--- src/datetime_difference_seconds_macros.svh ---
// Assertion helpers shared by the datetime difference block.
// Each check samples on clk and is disabled while arst_n is low.
`ifndef DATETIME_DIFFERENCE_SECONDS_MACROS_SVH
`define DATETIME_DIFFERENCE_SECONDS_MACROS_SVH

`ifndef SYNTHESIS
`define DDS_CHECK(lbl, prop, msg) \
	lbl: assert property (@(posedge clk) disable iff (!arst_n) prop) else $error(msg);
`define DDS_NEVER(lbl, cond, msg) \
	`DDS_CHECK(lbl, !(cond), msg)
`else
`define DDS_CHECK(lbl, prop, msg)
`define DDS_NEVER(lbl, cond, msg)
`endif

`endif

--- src/dds_pkg.sv ---
package dds_pkg;

	// field widths of one transaction
	localparam int YEAR_W  = 14;
	localparam int MONTH_W = 4;
	localparam int DAY_W   = 5;
	localparam int HOUR_W  = 5;
	localparam int MIN_W   = 6;
	localparam int SECS_W  = 6;
	localparam int STAT_W  = 3;
	localparam int DUR_W   = 39;

	// largest year accepted as valid
	localparam int MAX_YEAR = 9999;

	// default depth of the queue between front and back
	localparam int DEFAULT_QUEUE_DEPTH = 4;

	// internal widths
	localparam int CENT_W = 8;   // year / 100
	localparam int REM_W  = 7;   // year % 100
	localparam int LEAP_W = 12;  // leap days before a year
	localparam int DOY_W  = 9;   // day of year, from 0
	localparam int DAYS_W = 23;  // days since the epoch
	localparam int TOD_W  = 17;  // seconds of the day

	// reciprocal of 100, exact for every 14-bit year
	localparam int RECIP_100   = 5243;
	localparam int RECIP_SHIFT = 19;
	localparam int PROD_W      = YEAR_W + 13;

	localparam int DAYS_PER_YEAR = 365;
	localparam int SEC_PER_DAY   = 86400;
	localparam int SEC_PER_HOUR  = 3600;
	localparam int SEC_PER_MIN   = 60;

	typedef enum logic [STAT_W-1:0] {
		ST_OK        = 3'd0,
		ST_BAD_SDATE = 3'd1,
		ST_BAD_STIME = 3'd2,
		ST_BAD_EDATE = 3'd3,
		ST_BAD_ETIME = 3'd4,
		ST_REVERSED  = 3'd5
	} status_t;

	typedef struct packed {
		logic [YEAR_W-1:0]  year;
		logic [MONTH_W-1:0] month;
		logic [DAY_W-1:0]   day;
		logic [HOUR_W-1:0]  hour;
		logic [MIN_W-1:0]   minute;
		logic [SECS_W-1:0]  second;
	} raw_t;

	typedef struct packed {
		logic [YEAR_W-1:0] year;
		logic [LEAP_W-1:0] leaps;
		logic [DOY_W-1:0]  doy;
		logic [HOUR_W-1:0] hour;
		logic [MIN_W-1:0]  minute;
		logic [SECS_W-1:0] second;
	} side_t;

	typedef struct packed {
		status_t status;
		side_t   start_side;
		side_t   end_side;
	} entry_t;

	// year / 100 by reciprocal multiply
	function automatic logic [CENT_W-1:0] cent_of(input logic [YEAR_W-1:0] y);
		logic [PROD_W-1:0] prod;
		prod = PROD_W'(y) * PROD_W'(RECIP_100);
		return prod[RECIP_SHIFT +: CENT_W];
	endfunction

	// days in a month; zero for a month code out of range
	function automatic logic [DAY_W-1:0] month_len(input logic [MONTH_W-1:0] m,
		input logic lp);
		logic [DAY_W-1:0] len;
		case (m)
			4'd1, 4'd3, 4'd5, 4'd7, 4'd8, 4'd10, 4'd12: len = 5'd31;
			4'd4, 4'd6, 4'd9, 4'd11:                    len = 5'd30;
			4'd2:                                       len = lp ? 5'd29 : 5'd28;
			default:                                    len = 5'd0;
		endcase
		return len;
	endfunction

	// days before the first of a month in a common year
	function automatic logic [DOY_W-1:0] month_start(input logic [MONTH_W-1:0] m);
		logic [DOY_W-1:0] ds;
		case (m)
			4'd1:    ds = 9'd0;
			4'd2:    ds = 9'd31;
			4'd3:    ds = 9'd59;
			4'd4:    ds = 9'd90;
			4'd5:    ds = 9'd120;
			4'd6:    ds = 9'd151;
			4'd7:    ds = 9'd181;
			4'd8:    ds = 9'd212;
			4'd9:    ds = 9'd243;
			4'd10:   ds = 9'd273;
			4'd11:   ds = 9'd304;
			4'd12:   ds = 9'd334;
			default: ds = 9'd0;
		endcase
		return ds;
	endfunction

endpackage

--- src/dds_front.sv ---
`include "datetime_difference_seconds_macros.svh"

module dds_front import dds_pkg::*; (
	input  logic   clk,
	input  logic   arst_n,
	input  logic   push,
	output logic   full,
	input  raw_t   start_in,
	input  raw_t   end_in,
	output logic   wr_en,
	input  logic   wr_full,
	output entry_t wr_data
);

	typedef struct packed {
		logic  date_ok;
		logic  time_ok;
		side_t side;
	} check_t;

	// validate one date-time and reduce it to year, leap days, day of year and time of day
	function automatic check_t check_side(input raw_t r, input logic [CENT_W-1:0] q);
		logic [YEAR_W:0]   rem_w;
		logic [REM_W-1:0]  rem;
		logic              lp;
		logic [DAY_W-1:0]  len;
		logic [YEAR_W-1:0] lc;
		check_t            c;
		rem_w = (YEAR_W+1)'(r.year) - (YEAR_W+1)'(q) * (YEAR_W+1)'(100);
		rem   = rem_w[REM_W-1:0];
		lp    = (r.year[1:0] == 2'b00) && ((rem != '0) || (q[1:0] == 2'b00));
		len   = month_len(r.month, lp);
		c.date_ok = (32'(r.year) <= 32'(MAX_YEAR)) && (r.day != '0) && (r.day <= len);
		c.time_ok = (r.hour <= 5'd23) && (r.minute <= 6'd59) && (r.second <= 6'd59);
		// leap days in years 0 .. y-1: ceil(y/4) - ceil(y/100) + ceil(y/400)
		lc = YEAR_W'(r.year[YEAR_W-1:2]) + YEAR_W'(r.year[1:0] != 2'b00)
			+ YEAR_W'(q[CENT_W-1:2]) + YEAR_W'((q[1:0] != 2'b00) || (rem != '0))
			- YEAR_W'(q) - YEAR_W'(rem != '0);
		c.side.year   = r.year;
		c.side.leaps  = lc[LEAP_W-1:0];
		c.side.doy    = month_start(r.month) + DOY_W'(r.month > 4'd2 && lp)
			+ DOY_W'(r.day) - DOY_W'(1);
		c.side.hour   = r.hour;
		c.side.minute = r.minute;
		c.side.second = r.second;
		return c;
	endfunction

	logic              v_s1;
	raw_t              st_s1;
	raw_t              en_s1;
	logic [CENT_W-1:0] sq_s1;
	logic [CENT_W-1:0] eq_s1;
	logic              go_s1;
	check_t            sc;
	check_t            ec;

	// stage holds while the queue is full
	assign go_s1 = !v_s1 || !wr_full;
	assign full  = !go_s1;

	always_ff @(posedge clk or negedge arst_n) begin
		if (!arst_n) begin
			v_s1 <= 1'b0;
		end else if (go_s1) begin
			v_s1 <= push;
		end
	end

	// capture the transaction and divide the years by 100
	always_ff @(posedge clk) begin
		if (go_s1 && push) begin
			st_s1 <= start_in;
			en_s1 <= end_in;
			sq_s1 <= cent_of(start_in.year);
			eq_s1 <= cent_of(end_in.year);
		end
	end

	// classify: first fault wins
	always_comb begin
		sc = check_side(st_s1, sq_s1);
		ec = check_side(en_s1, eq_s1);
		wr_data.start_side = sc.side;
		wr_data.end_side   = ec.side;
		if (!sc.date_ok) begin
			wr_data.status = ST_BAD_SDATE;
		end else if (!sc.time_ok) begin
			wr_data.status = ST_BAD_STIME;
		end else if (!ec.date_ok) begin
			wr_data.status = ST_BAD_EDATE;
		end else if (!ec.time_ok) begin
			wr_data.status = ST_BAD_ETIME;
		end else begin
			wr_data.status = ST_OK;
		end
	end

	assign wr_en = v_s1 && !wr_full;

	`DDS_NEVER(front_full_without_item, full && !v_s1, "front stalls with no item held")

endmodule

--- src/dds_fifo.sv ---
`include "datetime_difference_seconds_macros.svh"

module dds_fifo import dds_pkg::*; #(
	parameter int DEPTH = DEFAULT_QUEUE_DEPTH
) (
	input  logic   clk,
	input  logic   arst_n,
	input  logic   wr_en,
	input  entry_t wr_data,
	output logic   full,
	output logic   rd_valid,
	input  logic   rd_en,
	output entry_t rd_data
);

	localparam int AW = (DEPTH > 1) ? $clog2(DEPTH) : 1;
	localparam int CW = $clog2(DEPTH + 1);

	entry_t        mem_q [DEPTH];
	logic [AW-1:0] wr_ptr_q;
	logic [AW-1:0] rd_ptr_q;
	logic [CW-1:0] count_q;

	assign full     = (count_q == CW'(DEPTH));
	assign rd_valid = (count_q != '0);
	assign rd_data  = mem_q[rd_ptr_q];

	// store the written entry
	always_ff @(posedge clk) begin
		if (wr_en) begin
			mem_q[wr_ptr_q] <= wr_data;
		end
	end

	// advance pointers and track fill level
	always_ff @(posedge clk or negedge arst_n) begin
		if (!arst_n) begin
			wr_ptr_q <= '0;
			rd_ptr_q <= '0;
			count_q  <= '0;
		end else begin
			if (wr_en) begin
				wr_ptr_q <= (wr_ptr_q == AW'(DEPTH - 1)) ? '0 : wr_ptr_q + AW'(1);
			end
			if (rd_en) begin
				rd_ptr_q <= (rd_ptr_q == AW'(DEPTH - 1)) ? '0 : rd_ptr_q + AW'(1);
			end
			if (wr_en && !rd_en) begin
				count_q <= count_q + CW'(1);
			end else if (rd_en && !wr_en) begin
				count_q <= count_q - CW'(1);
			end
		end
	end

	`DDS_NEVER(fifo_overflow, wr_en && full, "write into a full queue")
	`DDS_NEVER(fifo_underflow, rd_en && !rd_valid, "read from an empty queue")
	`DDS_CHECK(fifo_count_range, count_q <= CW'(DEPTH), "queue count beyond depth")

endmodule

--- src/dds_back.sv ---
`include "datetime_difference_seconds_macros.svh"

module dds_back import dds_pkg::*; (
	input  logic             clk,
	input  logic             arst_n,
	input  logic             rd_valid,
	output logic             rd_en,
	input  entry_t           rd_data,
	input  logic             pop,
	output logic             empty,
	output logic [STAT_W-1:0] status,
	output logic [DUR_W-1:0] duration_seconds
);

	function automatic logic [DAYS_W-1:0] day_count(input side_t s);
		return DAYS_W'(s.year) * DAYS_W'(DAYS_PER_YEAR) + DAYS_W'(s.leaps) + DAYS_W'(s.doy);
	endfunction

	function automatic logic [TOD_W-1:0] tod_of(input side_t s);
		return TOD_W'(s.hour) * TOD_W'(SEC_PER_HOUR) + TOD_W'(s.minute) * TOD_W'(SEC_PER_MIN)
			+ TOD_W'(s.second);
	endfunction

	logic              v_s2, v_s3, v_s4;
	logic              go2, go3, go4;
	status_t           status_s2, status_s3, status_s4;
	logic [DAYS_W-1:0] sdays_s2, edays_s2;
	logic [TOD_W-1:0]  stod_s2, etod_s2;
	logic [DUR_W-1:0]  ssec_s3, esec_s3;
	logic [DUR_W-1:0]  dur_s4;
	logic [DUR_W:0]    diff;

	// each stage loads when empty or when its item moves on
	assign go4   = !v_s4 || pop;
	assign go3   = !v_s3 || go4;
	assign go2   = !v_s2 || go3;
	assign rd_en = rd_valid && go2;

	always_ff @(posedge clk or negedge arst_n) begin
		if (!arst_n) begin
			v_s2 <= 1'b0;
			v_s3 <= 1'b0;
			v_s4 <= 1'b0;
		end else begin
			if (go2) begin
				v_s2 <= rd_valid;
			end
			if (go3) begin
				v_s3 <= v_s2;
			end
			if (go4) begin
				v_s4 <= v_s3;
			end
		end
	end

	// day counts and seconds of the day
	always_ff @(posedge clk) begin
		if (rd_en) begin
			status_s2 <= rd_data.status;
			sdays_s2  <= day_count(rd_data.start_side);
			edays_s2  <= day_count(rd_data.end_side);
			stod_s2   <= tod_of(rd_data.start_side);
			etod_s2   <= tod_of(rd_data.end_side);
		end
	end

	// absolute seconds since the epoch
	always_ff @(posedge clk) begin
		if (go3 && v_s2) begin
			status_s3 <= status_s2;
			ssec_s3   <= DUR_W'(sdays_s2) * DUR_W'(SEC_PER_DAY) + DUR_W'(stod_s2);
			esec_s3   <= DUR_W'(edays_s2) * DUR_W'(SEC_PER_DAY) + DUR_W'(etod_s2);
		end
	end

	// borrow of end minus start flags a reversed range
	assign diff = {1'b0, esec_s3} - {1'b0, ssec_s3};

	always_ff @(posedge clk) begin
		if (go4 && v_s3) begin
			if (status_s3 != ST_OK) begin
				status_s4 <= status_s3;
				dur_s4    <= '0;
			end else if (diff[DUR_W]) begin
				status_s4 <= ST_REVERSED;
				dur_s4    <= '0;
			end else begin
				status_s4 <= ST_OK;
				dur_s4    <= diff[DUR_W-1:0];
			end
		end
	end

	assign empty            = !v_s4;
	assign status           = status_s4;
	assign duration_seconds = dur_s4;

	`DDS_CHECK(err_has_zero_dur, (v_s4 && status_s4 != ST_OK) |-> (dur_s4 == '0), "error with duration")
	`DDS_CHECK(s3_held_on_stall, (v_s3 && !go4) |=> v_s3, "stalled item lost in back end")

endmodule

--- src/datetime_difference_seconds.sv ---
// Throughput: one transaction per cycle unless an unpopped result stalls,
// set by the one-stage front and the three-stage back end joined by a small
// register queue.
// Reset: arst_n clears every valid bit and the queue pointers at once; no clearing
// pass, the block takes a transaction right after reset is released.
module datetime_difference_seconds import dds_pkg::*; #(
	parameter int QUEUE_DEPTH = DEFAULT_QUEUE_DEPTH
) (
	input  logic               clk,
	input  logic               arst_n,
	input  logic               push,
	output logic               full,
	input  logic [YEAR_W-1:0]  start_year,
	input  logic [MONTH_W-1:0] start_month,
	input  logic [DAY_W-1:0]   start_day,
	input  logic [HOUR_W-1:0]  start_hour,
	input  logic [MIN_W-1:0]   start_minute,
	input  logic [SECS_W-1:0]  start_second,
	input  logic [YEAR_W-1:0]  end_year,
	input  logic [MONTH_W-1:0] end_month,
	input  logic [DAY_W-1:0]   end_day,
	input  logic [HOUR_W-1:0]  end_hour,
	input  logic [MIN_W-1:0]   end_minute,
	input  logic [SECS_W-1:0]  end_second,
	output logic               empty,
	input  logic               pop,
	output logic [STAT_W-1:0]  status,
	output logic [DUR_W-1:0]   duration_seconds
);

	raw_t   start_in;
	raw_t   end_in;
	logic   wr_en;
	logic   wr_full;
	entry_t wr_data;
	logic   rd_valid;
	logic   rd_en;
	entry_t rd_data;

	// group the port fields of each date-time
	assign start_in = '{year: start_year, month: start_month, day: start_day,
		hour: start_hour, minute: start_minute, second: start_second};
	assign end_in   = '{year: end_year, month: end_month, day: end_day,
		hour: end_hour, minute: end_minute, second: end_second};

	dds_front u_front (
		.clk     (clk),
		.arst_n  (arst_n),
		.push    (push),
		.full    (full),
		.start_in(start_in),
		.end_in  (end_in),
		.wr_en   (wr_en),
		.wr_full (wr_full),
		.wr_data (wr_data)
	);

	dds_fifo #(.DEPTH(QUEUE_DEPTH)) u_fifo (
		.clk     (clk),
		.arst_n  (arst_n),
		.wr_en   (wr_en),
		.wr_data (wr_data),
		.full    (wr_full),
		.rd_valid(rd_valid),
		.rd_en   (rd_en),
		.rd_data (rd_data)
	);

	dds_back u_back (
		.clk             (clk),
		.arst_n          (arst_n),
		.rd_valid        (rd_valid),
		.rd_en           (rd_en),
		.rd_data         (rd_data),
		.pop             (pop),
		.empty           (empty),
		.status          (status),
		.duration_seconds(duration_seconds)
	);

endmodule
--- config.mk ---
export PLATFORM = sky130hd
export DESIGN_NAME = datetime_difference_seconds
export DESIGN_NICKNAME = d
export VERILOG_FILES = /design/src/dds_pkg.sv /design/src/dds_front.sv /design/src/dds_fifo.sv /design/src/dds_back.sv /design/src/datetime_difference_seconds.sv
export VERILOG_INCLUDE_DIRS = /design/src /design/src/src
export SDC_FILE = /design/constraint.sdc
export NUM_CORES = 2
export LEC_CHECK = 0
export ABC_AREA = 1
export BUFFER_PORTS_ARGS = -buffer_cell sky130_fd_sc_hd__buf_2
export CORE_MARGIN = 2
export CORE_UTILIZATION = 55
export CTS_BUF_LIST = sky130_fd_sc_hd__clkbuf_8
export DETAILED_ROUTE_END_ITERATION = 10
export PLACE_DENSITY_LB_ADDON = 0.3
export SYNTH_ARGS = -nofsm -noshare
export SYNTH_HDL_FRONTEND = slang
export SYNTH_HIERARCHICAL = 1
export SYNTH_SLANG_ARGS = --single-unit
--- constraint.sdc ---
create_clock -name clk -period 6.17 [get_ports clk]
set_input_delay 1.234 -clock clk [delete_from_list [all_inputs] [get_ports clk]]
set_output_delay 1.234 -clock clk [all_outputs]
set_load 0.005 [all_outputs]
Word-level counts from Yosys, hierarchy flattened
Memories as Yosys holds them, arrays and structs flattened. A register that Yosys moved wholly into a read port is not among the register bits.
Index checks and enable logic that the tools add are counted.
{"block": "classes", "mul": 12, "n_eq_ne": 27, "magnitude_cmp": 12, "addsub": 33, "n_reduce_logical": 55, "mux": 18}
{"operator": "39-bit by 17-bit adder with 39-bit output", "n": 2}
{"operator": "23-bit by 10-bit multiplier with 32-bit output (second input constant)", "n": 2}
{"operator": "14-bit by 13-bit multiplier with 27-bit output (second input constant)", "n": 2}
{"operator": "12-bit by 1-bit adder with 12-bit output", "n": 4}
{"operator": "23-bit by 12-bit adder with 23-bit output", "n": 2}
{"operator": "23-bit by 9-bit adder with 23-bit output", "n": 2}
{"operator": "14-bit by 9-bit multiplier with 23-bit output (second input constant)", "n": 2}
{"operator": "4-bit == test (second input constant)", "n": 10}
{"operator": "39-bit by 39-bit subtractor with 40-bit output", "n": 1}
{"operator": "17-bit by 12-bit adder with 17-bit output", "n": 2}
{"operator": "17-bit by 6-bit adder with 17-bit output", "n": 2}
{"operator": "4-bit by 3-bit == test with 1-bit output (second input constant)", "n": 8}
{"operator": "5-bit one-hot mux with 3 select lines", "n": 2}
{"operator": "14-bit less-or-equal comparator (second input constant)", "n": 2}
{"operator": "5-bit by 8-bit multiplier with 13-bit output (second input constant)", "n": 2}
{"operator": "12-bit by 6-bit adder with 12-bit output", "n": 2}
{"operator": "6-bit less-or-equal comparator (second input constant)", "n": 4}
{"operator": "3-bit two-way mux", "n": 8}
{"operator": "12-bit by 1-bit subtractor with 12-bit output", "n": 2}
{"operator": "12-bit by 8-bit subtractor with 12-bit output", "n": 2}
{"operator": "6-bit by 4-bit multiplier with 10-bit output (second input constant)", "n": 2}
{"operator": "1-bit logical AND", "n": 19}
{"operator": "9-bit by 1-bit adder with 9-bit output", "n": 2}
{"operator": "9-bit by 5-bit adder with 9-bit output", "n": 2}
{"operator": "26 further kinds", "n": 69}
{"block": "word_totals", "output_inout_bits": 44, "ram_bits": 428, "n_memories": 3, "wordCells": 191, "romBits": 288, "register_bits": 313}
{"name": "u_fifo.mem_q", "words": 4, "word_bits": 107, "rd": 1, "rd_clocked_by_memory_dff": 0, "write_ports": 1, "line_no": "dds_fifo.sv:19", "text": "entry_t mem_q [DEPTH];"}
{"name": "(name not given)", "words": 16, "word_bits": 9, "rd": 1, "rd_clocked_by_memory_dff": 1, "write_ports": 0, "line_no": "dds_pkg.sv:93", "text": "case (m)"}
{"name": "(name not given)", "words": 16, "word_bits": 9, "rd": 1, "rd_clocked_by_memory_dff": 1, "write_ports": 0, "line_no": "dds_pkg.sv:93"}

Logic depth before layout (Yosys ltp)
{"block": "logic_depth", "ltp_word": 12, "mapped_depth": 31, "depth_no_buf": 31}

Hierarchy
The synthesis kept the hierarchy.
{"module": "dds_back", "cells_each": 3697, "seq_area_each_um2": 6261.0, "area_each_um2": 30235.2, "instances": 1}
{"module": "dds_fifo", "cells_each": 1301, "seq_area_each_um2": 13027.5, "area_each_um2": 17558.1, "instances": 1}
{"module": "dds_front", "cells_each": 1903, "seq_area_each_um2": 3268.1, "area_each_um2": 16184.3, "instances": 1}

Worst setup path after synthesis
OpenSTA, ideal clock, no wires.
{"block": "synth_path", "kind": "register to register", "from": "register u_fifo.rd_ptr_q[0]", "to": "register u_back.edays_s2[19] (data pin)", "n_path_buf": 2, "path_stages_with_launch": 26, "setup_slack_ns": 1.061, "t_arrival_ns": 4.857, "synth_period_minus_slack_ns": 5.109, "path_cell_list": "dfrtp_1 inv_2 buf_6 buf_6 nand2_1 o211ai_1 nand2_1 ha_1 inv_1 fa_1 inv_1 fa_1 inv_1 fa_1 inv_1 fa_1 ha_1 a21oi_1 a21boi_0 o21ai_0 a31oi_1 o21bai_1 nand3_1 nand3_1 nand2_1 nand2_1"}
{"item": "from (decl)", "line_no": "dds_fifo.sv:21", "text": "logic [AW-1:0] rd_ptr_q;"}
{"item": "from (signal assigned)", "line_no": "dds_fifo.sv:46", "text": "rd_ptr_q <= (rd_ptr_q == AW'(DEPTH - 1)) ? '0 : rd_ptr_q + AW'(1);"}
{"item": "to (signal assigned)", "line_no": "dds_back.sv:62", "text": "edays_s2 <= day_count(rd_data.end_side);"}
{"item": "to (decl)", "line_no": "dds_back.sv:27", "text": "logic [DAYS_W-1:0] sdays_s2, edays_s2;"}

==> metrics.cfg <==
[run_status]
status = complete, no violations

[clock_network]
root_buffer = clkbuf_8
htreeDepth = 4
cts.sinks = 759
ctsHoldBuffers = 0
cts.clk_slew.worst_paths_ns = 0.06
post_cts_buffers = 0
clockBufferDepth = 3
cts_tree = built
cts_made_buffers = 130
cts_resized = 0
clk-insertion-delay-late_ns = 0.83

[timing]
worst_hold_slack_ns = 0.3053
hold_viol = 0
slew_viol_final = 0
rsz0062_at_grt = false
maxSlewHeadroom_pct = 32.42
period_share_pct = 93.32
finalClockSkew_ns = 0.05779
tightest_slew_ns = 1.011
max_clock_freq_mhz = 173.7
setup_slack_ns = 0.4121
min_period_ns = 5.758
fin_setup_tns_ns = 0
setup-violations-final = 0

[logic_synthesis]
synth_edf_count = 730
synth_commonest_cells = inv_1, nand2_1, ha_1
synth_top_flop_cell = edfxtp_1
synth_fp_nets = 8224
synth.top_cell.area_share_pct = 34.26
async_reset_ff_share_pct = 1.449
syn_area_um2 = 63980
yosysMostFrequentCell = inv_1
syn_inst = 6901
ys_ff_latch = 759
yosys_warnings = 6
ys_types = 58
synth_top_area_cell = edfxtp_1
synth_area_leaders = edfxtp_1, ha_1, fa_1
synth.avg_cell_area_um2 = 9.271
ys_seq_area_share_pct = 35.26

[place]
place_congestion = 0.9333
place_ws_ns = 0.2144
portBuffers = 127
place_inst = 8448
dp_hpwl_um = 112200

[route]
via_count = 44510
drc_errors = 0
initialDrtViolationCount = 2688
viasPerCell = 5.126
avgRoutedWirePerCell_um = 15.98
wirelength_um = 138800
first_pass_iters = 6
ant_nets = 0

[layout]
area.sequential_um2 = 22560
drive_gt1_share_pct = 6.778
multi_input_comb_area_um2 = 34100
syn_to_final_growth_pct = 6.649
nets = 8380
stdcell_count = 8682
fill_cells = 10020

[global_routing]
grt_overflow = 0
grt_pass1_vias = 44630
antenna_found_initial = 2
grt_use_total_pct = 23.54
grt_max_degree = 143
grt_pass1_wl_um = 226200

[setup_path]
path_cells = bufinv_16 -> nand2_1 -> o211ai_1 -> nand2_1 -> ha_1 -> inv_1 -> fa_1 -> inv_1 -> fa_1 -> inv_1 -> fa_1 -> inv_1 -> fa_1 -> ha_1 -> a21oi_1 -> a21boi_0 -> o21ai_0 -> a31oi_1 -> o21bai_1 -> nand3_1 -> nand3_1 -> nand2_1 -> nand2_1
critPathArrivalTime_ns = 6.30
startpoint_type = register
ff2ff_setup_slack_ns = 0.41
cpMaxStageDelayCell = fa_1
path_max_fanout = 71
path_class = reg -> reg
required_ns = 6.71
path_delay_family = adder cells
worst_setup_path_end_kind = register
crit_buf_inv = 5
slowest_delay_ns = 0.54

[floorplanning]
core_area_um2 = 115700
start_util_pct = 55.28
num_rows = 125
die_area_um2 = 119100
io_pins = 128
fp.dieH_um = 345.1
die_x_um = 345.1

[min_path]
hold_class = in -> async

[run]
max-cap-violations = 0

## logic make-up after synthesis
logic type	share of synthesized area [%]
XOR/XNOR	2.738
adder cells (fa/ha/maj)	28.92
AO/OA/AOI/OAI	7.056
AND/OR/NAND/NOR	14.56
buffers and inverters	11.47
flip-flops	35.26
## flip-flops by register name, summed over array words and instances (netlist names), 2 cells and up, named ones only
name and count:
u_fifo/wr_ptr_q 2, u_fifo/mem_q 428, u_back/status 3, u_back/duration_seconds 39, u_fifo/count_q 3, u_back/esec_s3 39
u_back/status_s3 3, u_front/eq_s1 8, u_back/ssec_s3 39, u_back/status_s2 3, u_back/stod_s2 17, u_front/en_s1 9
u_front/sq_s1 8, u_back/etod_s2 17, u_back/sdays_s2 23, u_back/edays_s2 23, u_front/wr_data 62, u_fifo/rd_ptr_q 2
u_front/st_s1 9
## layer usage
| metal | track usage (%) | wire length, um | vias to the layer above |
|---|---|---|---|
| met5 | 0 | 7 | - |
| met4 | 7.313 | 3649 | 2 |
| met3 | 2.650 | 5608 | 180 |
| met2 | 40.06 | 65870 | 917 |
| met1 | 31.63 | 63630 | 20940 |
| li1 | - | - | 22470 |
## worst reg2reg max path, delay by kind of cell, from the launching register on
family                   cells  cell delay (ns)
adder cells (fa/ha/maj)      6             2.73
AO/OA/AOI/OAI                6             1.06
buffers and inverters        5             0.68
AND/OR/NAND/NOR              6             0.52
flip-flops                   1             0.49
## final cells by class
type                    instances  share of cell area (%)
clock inverters               101                   1.020
multi-input cells            4359                   49.97
repair inverters                1                 0.01284
clock buffers                 130                   2.622
diodes                          2                0.007335
repair buffers                160                   1.384
inverters                    1646                   9.123
flip-flops and latches        759                   33.06
well taps                    1524                   2.795
## final timing paths
path,startpoint,to,cells past startpoint
min in group clk,u_back/stod_s2[6],u_back/ssec_s3[6],0
hold reg to reg,u_back/stod_s2[6],u_back/ssec_s3[6],0
hold / removal,arst_n,u_front/v_s1,1
setup reg to reg,u_fifo/rd_ptr_q[0],u_back/edays_s2[19],23
max in group asynchronous,arst_n,u_fifo/rd_ptr_q[1],1
setup / recovery,u_fifo/rd_ptr_q[0],u_back/edays_s2[19],23
## cell usage in the layout (no fill, tap or decap), types with 9 or more instances in the layout
cell type and n:
a21boi_0 12, a21o_1 22, a21oi_1 266, a31oi_1 17, buf_2 127, buf_4 27, clkbuf_8 130, clkinv_1 32
clkinv_2 10, clkinvlp_4 9, dfrtp_1 10, dfxtp_1 18, edfxtp_1 730, fa_1 400, ha_1 839, inv_1 1656
inv_2 13, nand2_1 1403, nand2_2 49, nand3_1 188, nand3_2 18, nand3b_1 22, nand4_1 65, nor2_1 312
nor2_2 24, nor3_1 46, o211ai_1 224, o21ai_0 116, o21ai_1 22, o21bai_1 26, or2_2 15, xnor2_1 79
xor2_1 121
## through the flow
step | instance area, um2 | util (%)
3_3_place_gp | 65700 | 56.77
4_1_cts | 68190 | 58.92
3_5_place_dp | 65700 | 56.77
2_1_floorplan | 63980 | -
5_1_grt | 68230 | 58.95
6_report | 68230 | 58.95
Power is left out: the tool's default activity adds up to more than one toggle a clock period on the data nets, which glitch-free logic cannot reach.
